===== config.mk =====
export PLATFORM = sky130hd
export DESIGN_NAME = animated_png_chunk_detector_top
export DESIGN_NICKNAME = d
export VERILOG_FILES = /design/src/rtl/core/apng_det_pkg.sv /design/src/rtl/core/animated_png_chunk_detector_top.sv
export SDC_FILE = /design/constraint.sdc
export NUM_CORES = 1
export LEC_CHECK = 0
export ABC_AREA = 1
export BUFFER_PORTS_ARGS = -buffer_cell sky130_fd_sc_hd__buf_2
export CAP_MARGIN = 30
export CORE_MARGIN = 2
export CORE_UTILIZATION = 30
export CTS_CLUSTER_DIAMETER = 80
export DETAILED_ROUTE_END_ITERATION = 12
export PLACE_DENSITY = 0.47
export SYNTH_ARGS = -nofsm -noshare
export SYNTH_HDL_FRONTEND = slang
export SYNTH_SLANG_ARGS = --single-unit

===== constraint.sdc =====
create_clock -name aclk -period 3.55 [get_ports aclk]
set_input_delay 0 -clock aclk [delete_from_list [all_inputs] [get_ports aclk]]
set_output_delay 0 -clock aclk [all_outputs]
set_load 0.1 [all_outputs]

===== src/rtl/core/apng_det_pkg.sv =====
package apng_det_pkg;

    // parser phase
    typedef enum logic [2:0] {
        PH_SIG  = 3'd0,
        PH_LEN  = 3'd1,
        PH_TYPE = 3'd2,
        PH_SKIP = 3'd3,
        PH_DONE = 3'd4
    } phase_t;

    // verdict codes
    typedef enum logic [2:0] {
        OUT_ACTL  = 3'd0,
        OUT_IDAT  = 3'd1,
        OUT_IEND  = 3'd2,
        OUT_BADSG = 3'd3,
        OUT_TRUNC = 3'd4
    } outcome_t;

    localparam logic [31:0] TYPE_ACTL = 32'h6163544C;
    localparam logic [31:0] TYPE_IDAT = 32'h49444154;
    localparam logic [31:0] TYPE_IEND = 32'h49454E44;

    // crc bytes that follow every chunk payload
    localparam logic [32:0] CRC_BYTES = 33'd4;

    localparam logic [2:0] SIG_LAST_POS  = 3'd7;
    localparam logic [2:0] WORD_LAST_POS = 3'd3;

    // png file signature, one byte per position
    function automatic logic [7:0] sig_byte(input logic [2:0] pos);
        logic [7:0] b;
        case (pos)
            3'd0:    b = 8'h89;
            3'd1:    b = 8'h50;
            3'd2:    b = 8'h4E;
            3'd3:    b = 8'h47;
            3'd4:    b = 8'h0D;
            3'd5:    b = 8'h0A;
            3'd6:    b = 8'h1A;
            3'd7:    b = 8'h0A;
            default: b = 8'h00;
        endcase
        return b;
    endfunction

endpackage


===== src/rtl/core/animated_png_chunk_detector_top.sv =====
// animated png detector
//
// input channel s_*: one item per file byte. s_tdata carries the byte,
// s_tuser marks the first byte of a file (restarts the parser, the byte
// itself is checked as signature byte 0), s_tlast marks the final byte.
// result channel m_*: at most one item per file, the verdict. bit 0 of
// m_tdata is set only for an animation control chunk found before any
// image data or end chunk; bits 3:1 hold the outcome code.
//
// one input item is taken every cycle while s_tready is high. the parser
// state and the verdict are both updated at the accepting edge, so a
// verdict appears on m_* in the cycle after the byte that caused it. the
// only path between registers is one byte compare, a 33-bit add or
// decrement and a 32-bit type compare.
//
// reset (aresetn low, synchronous) puts the parser in the signature
// phase and empties the result register; a stream that starts without a
// first mark is parsed from there.
// while a verdict waits and m_tready is low, s_tready drops; it rises
// again in the cycle the verdict is taken, so no item is lost.
module animated_png_chunk_detector_top
    import apng_det_pkg::*;
(
    input  logic       aclk,
    input  logic       aresetn,
    input  logic       s_tvalid,
    output logic       s_tready,
    input  logic [7:0] s_tdata,    // data_byte
    input  logic       s_tuser,    // first_byte
    input  logic       s_tlast,    // last_byte
    output logic       m_tvalid,
    input  logic       m_tready,
    output logic [7:0] m_tdata     // is_animated, outcome[2:0], zero pad
);

    phase_t      phase_reg, phase_next;
    logic [2:0]  byte_pos_reg, byte_pos_next;
    logic [31:0] chunk_len_reg, chunk_len_next;
    logic [23:0] type_prefix_reg, type_prefix_next;
    logic [32:0] skip_reg, skip_next;

    logic        m_valid_reg, m_valid_next;
    outcome_t    outcome_reg, outcome_next;

    logic        s_fire;
    logic        verdict_valid;
    outcome_t    verdict_code;

    // state the current byte sees: a first mark restarts the parser
    phase_t      cur_phase;
    logic [2:0]  cur_pos;
    logic [31:0] cur_len;
    logic [23:0] cur_prefix;
    logic [31:0] type_word;
    logic [32:0] skip_dec;

    assign s_fire   = s_tvalid && s_tready;
    // result register frees up when empty or being drained
    assign s_tready = !m_valid_reg || m_tready;

    always_comb begin
        cur_phase  = s_tuser ? PH_SIG : phase_reg;
        cur_pos    = s_tuser ? 3'd0 : byte_pos_reg;
        cur_len    = s_tuser ? 32'd0 : chunk_len_reg;
        cur_prefix = s_tuser ? 24'd0 : type_prefix_reg;
        type_word  = {cur_prefix, s_tdata};
        skip_dec   = (skip_reg != 33'd0) ? (skip_reg - 33'd1) : skip_reg;
    end

    // verdict for the current byte
    always_comb begin
        verdict_valid = 1'b0;
        verdict_code  = OUT_TRUNC;
        case (cur_phase)
            PH_SIG: begin
                if (s_tdata != sig_byte(cur_pos)) begin
                    verdict_valid = 1'b1;
                    verdict_code  = OUT_BADSG;
                end
            end
            PH_TYPE: begin
                if (cur_pos >= WORD_LAST_POS) begin
                    if (type_word == TYPE_ACTL) begin
                        verdict_valid = 1'b1;
                        verdict_code  = OUT_ACTL;
                    end else if (type_word == TYPE_IDAT) begin
                        verdict_valid = 1'b1;
                        verdict_code  = OUT_IDAT;
                    end else if (type_word == TYPE_IEND) begin
                        verdict_valid = 1'b1;
                        verdict_code  = OUT_IEND;
                    end
                end
            end
            default: begin
            end
        endcase
        // end of file with no verdict yet
        if (!verdict_valid && cur_phase != PH_DONE && s_tlast) begin
            verdict_valid = 1'b1;
            verdict_code  = OUT_TRUNC;
        end
    end

    // parser next state
    always_comb begin
        phase_next       = phase_reg;
        byte_pos_next    = byte_pos_reg;
        chunk_len_next   = chunk_len_reg;
        type_prefix_next = type_prefix_reg;
        skip_next        = skip_reg;
        if (s_fire) begin
            phase_next       = cur_phase;
            byte_pos_next    = cur_pos;
            chunk_len_next   = cur_len;
            type_prefix_next = cur_prefix;
            case (cur_phase)
                PH_SIG: begin
                    if (cur_pos >= SIG_LAST_POS) begin
                        byte_pos_next = 3'd0;
                        phase_next    = PH_LEN;
                    end else begin
                        byte_pos_next = cur_pos + 3'd1;
                    end
                end
                PH_LEN: begin
                    chunk_len_next = {cur_len[23:0], s_tdata};
                    if (cur_pos >= WORD_LAST_POS) begin
                        byte_pos_next    = 3'd0;
                        type_prefix_next = 24'd0;
                        phase_next       = PH_TYPE;
                    end else begin
                        byte_pos_next = cur_pos + 3'd1;
                    end
                end
                PH_TYPE: begin
                    if (cur_pos >= WORD_LAST_POS) begin
                        skip_next     = {1'b0, cur_len} + CRC_BYTES;
                        byte_pos_next = 3'd0;
                        phase_next    = PH_SKIP;
                    end else begin
                        type_prefix_next = type_word[23:0];
                        byte_pos_next    = cur_pos + 3'd1;
                    end
                end
                PH_SKIP: begin
                    skip_next = skip_dec;
                    if (skip_dec == 33'd0) begin
                        chunk_len_next = 32'd0;
                        byte_pos_next  = 3'd0;
                        phase_next     = PH_LEN;
                    end
                end
                default: begin
                    phase_next = PH_DONE;
                end
            endcase
            // any verdict ends the file
            if (verdict_valid) begin
                phase_next = PH_DONE;
            end
        end
    end

    // result register
    always_comb begin
        m_valid_next = m_valid_reg;
        outcome_next = outcome_reg;
        if (m_valid_reg && m_tready) begin
            m_valid_next = 1'b0;
        end
        if (s_fire && verdict_valid) begin
            m_valid_next = 1'b1;
            outcome_next = verdict_code;
        end
    end

    always_ff @(posedge aclk) begin
        if (!aresetn) begin
            phase_reg    <= PH_SIG;
            byte_pos_reg <= 3'd0;
            m_valid_reg  <= 1'b0;
        end else begin
            phase_reg    <= phase_next;
            byte_pos_reg <= byte_pos_next;
            m_valid_reg  <= m_valid_next;
        end
    end

    always_ff @(posedge aclk) begin
        chunk_len_reg   <= chunk_len_next;
        type_prefix_reg <= type_prefix_next;
        skip_reg        <= skip_next;
        outcome_reg     <= outcome_next;
    end

    assign m_tvalid = m_valid_reg;
    assign m_tdata  = {4'd0, outcome_reg, (outcome_reg == OUT_ACTL)};

`ifndef SYNTH
    a_verdict_ends_file: assert property (@(posedge aclk) disable iff (!aresetn)
        (s_fire && verdict_valid) |=> (phase_reg == PH_DONE && m_valid_reg))
        else $error("verdict did not close the file");

    a_stall_only_when_full: assert property (@(posedge aclk) disable iff (!aresetn)
        !s_tready |-> m_valid_reg)
        else $error("input stalled with empty result register");

    a_word_pos_range: assert property (@(posedge aclk) disable iff (!aresetn)
        (phase_reg == PH_LEN || phase_reg == PH_TYPE) |-> (byte_pos_reg <= WORD_LAST_POS))
        else $error("byte position out of range in length or type");

    a_skip_nonzero: assert property (@(posedge aclk) disable iff (!aresetn)
        (phase_reg == PH_SKIP) |-> (skip_reg != 33'd0))
        else $error("skip phase with empty skip counter");

    a_animated_flag: assert property (@(posedge aclk) disable iff (!aresetn)
        m_valid_reg |-> (m_tdata[0] == (m_tdata[3:1] == OUT_ACTL)))
        else $error("animated flag disagrees with outcome");
`endif

endmodule

==> metrics.md, run 1 <==
| Metric | Value |
|---|---|
| Outcome | completed |
| Post-Synthesis Cell Area | around 6900 um2 |
| Crit path from | skip_reg[0] |
| Worst min path class | primary input to flip-flop |
| Crit Path Max Fanout | 29 |
| Max clock buf depth | 2 |
| FMAX | 311 MHz |
| Fraction of layout cells with a size suffix above 1 | a little over a tenth |
| CP required | between 3000 and 4000 ps |
| Core area | ~23000 um2 |
| Count of cells resized by post-cts repair | 0 |
| Vias in the first global route | 5761 |
| Chip width | 156 um |
| Slew HR | 43.7% |
| Setup tns final | 0 ps |
| Clock latency on the worst-skew pair | 370 ps |
| DR pass1 iterations | 5 |
| Filler cell count | 2437 |
| Max cap viols | 0 |
| Fin crit share | 90.7% |
| Period minus WS final | 3220 ps |
| CP max-delay cell | edfxtp_1 |
| Avg WL per Cell | 15.9 um |
| Reg2Reg Depth | 16 |
| Detailed Place HPWL | between 15000 and 20000 um |
| Drt initial violations | 384 |
| RR Endpoint | chunk_len_reg[16] |
| Reg-to-reg slack, setup | ~330 ps |
| Final setup fails | 0 |
| Crit path DAT | 3310 ps |
| Die Y | 156 um |
| Worst path top cell family by delay | simple AND/OR/NAND/NOR gates |
| Min-Delay Endpoint | type_prefix_reg[1] |
| Clock Skew | between 9 and 10 ps |
| Hold Vio Cnt, Final | 0 |
| Yosys reg bits | 99 |
| Pin count of the biggest net entering global routing | 37 |
| GRT overflow | 0 |
| Leakage | approximately 3.2 nW |
| Via count | 6123 |
| Layout area overhead | 10.9% |
| Unique masters post-synth | 40 |
| Hold Path Cell Cnt | 3 |
| CTS tree | done |
| Root buffer cell | clkbuf_16 |
| Syn_area_per_cell | 7.39 um2 |
| RR Startpoint | skip_reg[0] |
| Mapped Cells | 940 |
| CP cell instances | inv_1 > ha_1 > nand2_2 > nor2_1 > nand2_1 > nor2_1 > nand3_1 > nand2_1 > nand2_1 > nor2_1 > nand2_1 > nor2_2 > nand2_2 > a21oi_4 > buf_4 > o22ai_1 |
| Final WL | 19900 um |
| Worst-path clk slew | about 90 ps |
| DR vias/cell | 4.89 |
| Htree depth | 3 |
| Nets | 986 |
| Initial antenna violation count | 0 |
| Sum of buffers and inverters on the critical path | 2 |
| Starting Density | 30.6% |
| Min-delay src | s_tdata[1] |
| ANT cells | 0 |
| Max FFs per register | 33 |
| Port buffer count | 19 |
| Max VDD drop | roughly 200 uV |
| Post-route ant nets | 0 |
| Element type at the critical path start | flip-flop |
| # DRC | 0 |
| RePlAce Congestion | 0.880 |
| Total CTS buffers | 9 |
| Slew Limit Fails | 0 |
| RSZ-0062 raised after global routing | false |
| Post-synthesis sequential area ratio | a little over two fifths |
| Yosys warnings | 0 |
| First-pass GRT wire length | 31700 um |
| Rows | between 50 and 60 |
| IO Pins | 24 |
| Die area | around 24000 um2 |
| CP Class | flip-flop to flip-flop |
| Total Power | roughly 2.7 mW |
| Worst setup EP type | flip-flop |
| GRT Overall Usage | around 17% |
| Most frequent CP cell | nand2_1 |
| Tightest Pin Transition | 842 ps |
| PwrDens | 347 nW/um2 |
| Clk sink count | 99 |
| Worst path max stage delay | about 390 ps |
[routing by layer]
layer  global-route usage, %  vias to the layer above  wire length [um]
met4                    4.85                        0               221
met1                    24.3                     2844              9890
met2                    26.3                      126              9010
met5                       0                        -                 0
li1                        -                     3141                 -
met3                    1.94                       12               778
[cell usage in the layout (no fill, tap or decap), types with 9 or more instances in the layout]
master / netlist / layout
nand4_1: 15 / 15
inv_2: 16 / 16
nor2_2: 11 / 11
nand2_1: 235 / 234
buf_4: 4 / 14
ha_1: 10 / 10
o22ai_1: 43 / 43
o22ai_2: 10 / 10
nor2_1: 148 / 148
nor3_1: 15 / 15
buf_2: 3 / 19
nand3_1: 49 / 49
inv_1: 122 / 121
xor2_1: 29 / 29
clkbuf_16: 0 / 9
a21oi_1: 12 / 11
o21ai_0: 52 / 52
edfxtp_1: 92 / 92
[worst min-delay path, cell delays in order]
cell	delay, ps
buf_2	100
inv_1	90
o22ai_1	160
[stage by stage]
| stage | instances | hold WS [ps] | area (um2) | worst slack [ps] | utilization [%] |
|---|---|---|---|---|---|
| 2_1_floorplan | 943 | 138 | 6970 | 243 | - |
| 3_3_place_gp | 1233 | 284 | 7380 | 359 | 32.5 |
| 3_5_place_dp | 1233 | 289 | 7380 | 322 | 32.5 |
| 4_1_cts | 1252 | 91.7 | 7700 | 305 | 33.9 |
| 5_1_grt | 1252 | 110 | 7700 | 89.6 | 33.9 |
| 6_report | 1252 | 108 | 7700 | 331 | 33.9 |
[final cells by class]
cell class              instances  area [um2]  area share (%)
flip-flops and latches         99        2900            37.7
clock buffers                   9         225            2.92
multi-input cells             675        3370            43.8
well taps                     285         357            4.63
inverters                     140         529            6.87
clock inverters                 7        65.1           0.845
repair buffers                 37         250            3.25
[repair_timing]
item | CTS | global route
hold endpoints to repair | 6 | 0
hold buffers | 3 | 0
buffers inserted | 0 | 0
[synthesized netlist by cell type, drive strengths merged]
master	instances	area, um2
nand2	242	926
nor2	162	667
edfxtp	92	2760
o211ai	3	22.5
inv	138	518
dfxtp	7	140
nand3b	3	22.5
and2	1	6.26
clkinv	2	7.51
clkbuf	17	63.8
nand3	50	263
buf	12	103
nor3b	1	7.51
xor2	29	254
o221ai	3	26.3
a31o	1	8.76
nor4	5	31.3
nor3	15	75.1
xnor2	2	17.5
o21ai	59	295
a22oi	1	7.51
a21oi	13	76.3
conb	1	3.75
nand4	15	93.8
ha	10	125
o22ai	53	394
o32ai	3	26.3
[power breakdown]
group          internal [mW]  switching (mW)  total [mW]  leakage (nW)
logic                 0.0806           0.219       0.300          2.07
registers               1.34          0.0262        1.36         0.953
clock network          0.497           0.512        1.01         0.141
total                   1.91           0.757        2.67          3.17
[worst max path at each step]
stage                              to  cells after the start
floorplan              outcome_reg[0]                      5
global placement    chunk_len_reg[16]                     16
detailed placement  chunk_len_reg[18]                     16
CTS                 chunk_len_reg[18]                     16
global route        chunk_len_reg[16]                     16
finish              chunk_len_reg[16]                     16
[cell families after synthesis]
group / after synthesis / share of synthesized area [%]
AOI/OAI and AO/OA: 136 / 12.3
adders and majority gates: 10 / 1.80
xor gates and xnor gates: 31 / 3.91
other: 1 / 0.0540
and+or+nand+nor: 494 / 30.1
DFF: 99 / 41.8
buffers and inverters: 169 / 9.96
No activity file was read; power rests on OpenSTA's default activity.
==> run 2: changes to the inputs <==
--- a/config.mk
+++ b/config.mk
@@ -10,9 +10,7 @@
 export CAP_MARGIN = 30
 export CORE_MARGIN = 2
 export CORE_UTILIZATION = 30
-export CTS_CLUSTER_DIAMETER = 80
 export DETAILED_ROUTE_END_ITERATION = 12
-export PLACE_DENSITY = 0.47
 export SYNTH_ARGS = -nofsm -noshare
 export SYNTH_HDL_FRONTEND = slang
 export SYNTH_SLANG_ARGS = --single-unit
==> run 2 against run 1 <==
Clock-buffer cell count did not move. Setup slack better by 110 ps. Critical endpoint is now chunk_len_reg[22]. Die area stayed put. Wire length is 7.9% lower. Cell area hardly changed. Highest routed layer unchanged. Register-to-register slack gained 110 ps. Clock power increased by 7%. Hold slack hardly changed. Critical path type unchanged.
==> metrics.md, run 2 (synthesized netlist as in run 1, its figures left out) <==
| Metric | Value |
|---|---|
| Starting Density | 30.6% |
| Crit path DAT | 3190 ps |
| Final setup fails | 0 |
| Final worst slack | 440 ps |
| Fin crit share | roughly 88% |
| Postcts setup bufs | 0 |
| Worst setup EP type | flip-flop |
| Pin count of the biggest net entering global routing | 59 |
| Worst min path class | primary input to flip-flop |
| Min-delay src | s_tdata[0] |
| Reg2Reg Depth | 15 |
| Total CTS buffers | 9 |
| Place WS | between 400 and 500 ps |
| Post-route ant nets | 0 |
| Most common cell after layout, fill and taps aside | nand2_1 |
| Setup tns final | 0 ps |
| Reg-to-reg slack, setup | between 400 and 500 ps |
| Non-Filler Instances | between 1000 and 1500 |
| Htree depth | 3 |
| Detailed Place HPWL | 13900 um |
| Filler cell count | between 2000 and 2500 |
| Outcome | completed |
| CP required | 3640 ps |
| RR Startpoint | skip_reg[23] |
| DR pass1 iterations | 5 |
| Vias in the first global route | approximately 5800 |
| Avg WL per Cell | 14.7 um |
| GRT overflow | 0 |
| Root buffer cell | clkbuf_16 |
| Max VDD drop | about 230 uV |
| Footprint of the multi-input gates | 3370 um2 |
| Drt initial violations | 527 |
| Crit Path Max Fanout | 29 |
| Worst-path clk slew | 70 ps |
| Clk sink count | a little under 100 |
| IO Pins | 24 |
| RePlAce Congestion | 0.875 |
| GRT Overall Usage | 15.6% |
| Tightest Pin Transition | 538 ps |
| Port buffer count | 19 |
| Clock latency on the worst-skew pair | 360 ps |
| Fraction of layout cells with a size suffix above 1 | 10.5% |
| CP Class | flip-flop to flip-flop |
| Final WL | 18300 um |
| DR vias/cell | 4.94 |
| Min-Delay Endpoint | type_prefix_reg[0] |
| Area after DPL | around 7400 um2 |
| First-pass GRT wire length | 30100 um |
| Element type at the critical path start | flip-flop |
| Max cap viols | 0 |
| Via count | 6175 |
| Rows | 55 |
| Core area | 22700 um2 |
| Initial antenna violation count | 0 |
| Period minus WS final | 3110 ps |
| Nets | 984 |
| Die area | ~24000 um2 |
| Slew HR | 64.1% |
| Max clock buf depth | 2 |
| Hold Vio Cnt, Final | 0 |
| FMAX | ~320 MHz |
| Commonest non-fill, non-tap cells in the layout | nand2_1 (234), nor2_1 (148), inv_1 (121), edfxtp_1 (92), o21ai_0 (52) |
| PwrDens | about 360 nW/um2 |
| Area of all sequential standard cells | 2900 um2 |
| Chip width | 156 um |
| Layout area overhead | 11.0% |
| CTS tree | done |
| Leakage | 3.16 nW |
| Max FFs per register | 33 |
| ANT cells | 0 |
| # DRC | 0 |
| RSZ-0062 raised after global routing | false |
| Number of instances in the placed design | between 1000 and 1500 |
| Die Y | 156 um |
| Slew Limit Fails | 0 |
| RR Endpoint | chunk_len_reg[22] |
| Design Area, Final | about 7700 um2 |
| Hold Path Cell Cnt | 3 |
| Clock Skew | 11.0 ps |
## run 2: cell types whose count changed in the layout (fill, tap and decap cells not counted), moves of 2 or more
cell	before	now
clkinvlp_4	2	4
inv_8	2	0
inv_6	4	1
bufinv_16	0	2
## run 2: metal layers
metal  GRT usage [%]  share of wire, %  vias to the layer above  routed length (um)
met5               0                 0                        -                   0
met4            5.94               2.1                        0                 383
met3            2.25               4.9                       22                 906
met2            24.3                45                      197                8200
met1            22.0                48                     2814                8840
li1                -                 -                     3142                   -
## run 2: worst max path at each step
stage	start	endpoint	slack [ps]	depth (start not counted)
finish	skip_reg[23]	chunk_len_reg[22]	440	15
detailed placement	skip_reg[24]	chunk_len_reg[18]	480	15
CTS	skip_reg[24]	chunk_len_reg[22]	470	15
global placement	skip_reg[24]	chunk_len_reg[3]	500	15
floorplan	m_tvalid	outcome_reg[0]	240	5
global route	skip_reg[24]	chunk_len_reg[10]	40	15
## run 2: critical path, stage by stage (launching register included)
cell and delay [ps]:
edfxtp_1 460, nor2_1 210, nand2_1 130, inv_2 70, nand2_2 70, nor2_8 140, nand3_4 290, o21ai_1 240
nand2_1 70, nor2_1 120, nand2_1 100, nor2_2 120, nand2_2 160, a21oi_4 150, buf_4 340, o22ai_1 120
## run 2: area by class of cell
class / count / share of cell area, %
well taps: 285 / 4.62
repair buffers: 35 / 2.89
clock inverters: 7 / 1.30
clock buffers: 9 / 2.92
flip-flops and latches: 99 / 37.6
multi-input cells: 675 / 43.8
inverters: 140 / 6.86
## run 2: through the flow
stage	power (mW)	hold slack (ps)	util, %
2_1_floorplan	1.60	138	-
3_3_place_gp	1.68	288	32.4
3_5_place_dp	1.68	291	32.4
4_1_cts	2.77	84.0	34.0
5_1_grt	2.85	115	34.0
6_report	2.74	108	34.0
## run 2: timing repair
action	CTS	global route
hold buffers	3	0
resized for setup	0	0
endpoints found under the hold margin	6	0
## run 2: report_power, final
part / total (mW) / switching, mW / leakage [nW] / internal, mW
Clock: 1.08 / 0.460 / 0.148 / 0.621
Sequential: 1.36 / 0.0269 / 0.953 / 1.34
Combinational: 0.296 / 0.216 / 2.06 / 0.0799
Total: 2.74 / 0.703 / 3.16 / 2.04
==> run 3: changes to the inputs <==
--- a/config.mk
+++ b/config.mk
@@ -5,7 +5,6 @@
 export SDC_FILE = /design/constraint.sdc
 export NUM_CORES = 1
 export LEC_CHECK = 0
-export ABC_AREA = 1
 export BUFFER_PORTS_ARGS = -buffer_cell sky130_fd_sc_hd__buf_2
 export CAP_MARGIN = 30
 export CORE_MARGIN = 2
==> run 3 against run 2 <==
Setup slack lost 420 ps. Combinational power decreased by 14%. Non-clock buffer count is 54 higher. Clock skew decreased by 1.1 ps.
==> metrics.md, run 3 <==
| Metric | Value |
|---|---|
| Outcome | completed |
| RR Endpoint | chunk_len_reg[17] |
| CP required | 3630 ps |
| Worst setup path endpoint | chunk_len_reg[17] |
| Crit path DAT | 3610 ps |
| Total CTS buffers | 9 |
| Slew HR | between 40% and 50% |
| RR Startpoint | skip_reg[16] |
| PwrDens | 335 nW/um2 |
| IO Pins | 24 |
| Post-synth EDFFs | just over 90 |
| Final WL | 17300 um |
| Footprint of the multi-input gates | 3300 um2 |
| Crit path from | skip_reg[16] |
| # DRC | 0 |
| Clk sink count | 99 |
| Non-Filler Instances | just over 1000 |
| Top-count cell post-synth | edfxtp_1 |
| Element type at the critical path start | flip-flop |
| Post-Synthesis Cell Area | 6360 um2 |
| Max clock buf depth | 2 |
| Most frequent CP cell | or4_4 |
| Place WS | -30.4 ps |
| Die Y | 150 um |
| Starting Density | 30.4% |
| Worst path max stage delay | around 560 ps |
| Pin count of the biggest net entering global routing | between 50 and 60 |
| Worst setup EP type | flip-flop |
| Top cells by area, synth | edfxtp_1 (43%), xnor2_1 (5.2%), nand2_1 (4.8%) |
| Max FFs per register | 33 |
| DR pass1 iterations | 5 |
| Via count | 5557 |
| Post-route ant nets | 0 |
| CP cell instances | or4_1 > or4_4 > buf_4 > or3_4 > a21oi_2 > o211ai_1 > or4_4 > a21oi_4 > buf_12 > o32ai_1 |
| Fin crit share | 99.5% |
| Avg WL per Cell | 16.8 um |
| Area of all sequential standard cells | 2900 um2 |
| Yosys warnings | 0 |
| DR vias/cell | between 5 and 6 |
| Clock Skew | ~9.9 ps |
| Clock latency on the worst-skew pair | 350 ps |
| Chip width | 150 um |
| Post-synthesis sequential area ratio | 45.7% |
| Core area | 20900 um2 |
| Die area | 22400 um2 |
| Root buffer cell | clkbuf_16 |
| Slew Limit Fails | 0 |
| RePlAce Congestion | 0.956 |
| GRT overflow | 0 |
| Period minus WS final | 3530 ps |
| Leakage | ~2.6 nW |
| CP max-delay cell | or4_4 |
| Yosys reg bits | slightly below 100 |
| Tightest Pin Transition | 875 ps |
| Max VDD drop | 218 uV |
| Largest area contributor in the netlist | edfxtp_1 |
| Reg-to-reg slack, setup | 20 ps |
| ANT cells | 0 |
| FMAX | 283 MHz |
| Most frequent cells after synthesis | edfxtp_1 (92), nand2_1 (81), nor2_1 (56) |
| Detailed Place HPWL | 12700 um |
| Vias in the first global route | 5310 |
| Unique masters post-synth | 62 |
| Synth top area share | 43.5% |
| Crit Path Max Fanout | 21 |
| Filler cell count | about 2200 |
| Worst-path clk slew | roughly 70 ps |
| CP Class | flip-flop to flip-flop |
| Main synth FF type | edfxtp_1 |
| RSZ-0062 raised after global routing | true |
| Commonest non-fill, non-tap cells in the layout | edfxtp_1 (92), nand2_1 (81), buf_4 (64), nor2_1 (55), xnor2_1 (38) |
| Final setup fails | 0 |
| Port buffer count | 19 |
| Fraction of layout cells with a size suffix above 1 | 18.6% |
| GRT Overall Usage | 16.0% |
| First-pass GRT wire length | 28200 um |
| Htree depth | 3 |
| Worst min path class | primary input to flip-flop |
| Nets | 774 |
| Drt initial violations | 500 |
| Rows | 53 |
| Hold Vio Cnt, Final | 0 |
| Syn_area_per_cell | 9.24 um2 |
| Number of instances in the placed design | 1009 |
| Initial antenna violation count | 0 |
| Max cap viols | 0 |
| Final worst slack | roughly 16 ps |
| Layout area overhead | 19.4% |
| CTS tree | done |
| Reg2Reg Depth | 10 |
| Most common cell after layout, fill and taps aside | edfxtp_1 |
| Asr flop ratio synth | 0% |
| Mapped Cells | just under 700 |
## run 3: cell families (layout without fill, tap and decap cells)
logic type               Yosys count  count (layout)  synth area share (%)
AND/OR/NAND/NOR                  289             289                  23.3
buffers and inverters             74             137                  4.90
multiplexers                       4               4                 0.630
other                              1               4                0.0590
adder cells (fa/ha/maj)           10              10                  1.97
XOR/XNOR                          50              50                  6.89
AO/OA/AOI/OAI                    161             161                  16.6
flip-flops                        99              99                  45.7
## run 3: worst min path at each step
stage                from               end  slack (ps)  cells past startpoint
2_1_floorplan     aresetn      phase_reg[0]         120                      1
3_3_place_gp      aresetn      phase_reg[2]         310                      2
3_5_place_dp      aresetn      phase_reg[2]         310                      2
4_1_cts        s_tdata[0]  chunk_len_reg[0]          20                      3
5_1_grt        s_tdata[5]  chunk_len_reg[5]          30                      3
6_report       s_tdata[5]  chunk_len_reg[5]          30                      3
## run 3: cell type report
cell class	count	area share, %
sequential	99	38.2
clock buffer	9	2.97
clock inverter	6	0.527
timing repair buffer	89	8.54
inverter	33	1.68
tap	275	4.53
multi-input combinational	518	43.5
## run 3: per-layer routing
layer	routed length (um)	track usage (%)
met5	0	0
met4	301	5.14
met3	887	2.32
met2	8110	25.7
met1	8030	22.3
## run 3: critical path, delay by kind of cell, from the launching register on
kind / cells / cell delay, ps
buffers and inverters: 2 / 340
flip-flops: 1 / 400
AO/OA/AOI/OAI: 4 / 580
AND/OR/NAND/NOR: 4 / 1930
## run 3: power breakdown
| group | internal (mW) | switching (mW) | leakage, nW | total (mW) |
|---|---|---|---|---|
| registers | 1.34 | 0.0433 | 0.947 | 1.38 |
| clock network | 0.473 | 0.434 | 0.133 | 0.907 |
| logic | 0.0801 | 0.176 | 1.55 | 0.256 |
## run 3: metrics by stage
stage	area, um2	hold WS [ps]	setup TNS (ps)	power (mW)	util [%]
6_report	7590	31.2	0	2.54	36.3
3_3_place_gp	7150	305	0	1.65	34.2
4_1_cts	7460	15.0	0	2.56	35.7
2_1_floorplan	6410	122	-66.1	1.58	-
3_5_place_dp	7160	307	-314	1.66	34.3
5_1_grt	7590	32.3	-1520	2.64	36.3
## run 3: what timing repair did
action                                  in CTS  in global routing
endpoints found under the hold margin        8                  0
setup buffers                                0                  2
hold buffers                                 3                  0
endpoints found under the setup margin      31                 35
pin swaps                                    0                  2
resized for setup                            1                 29
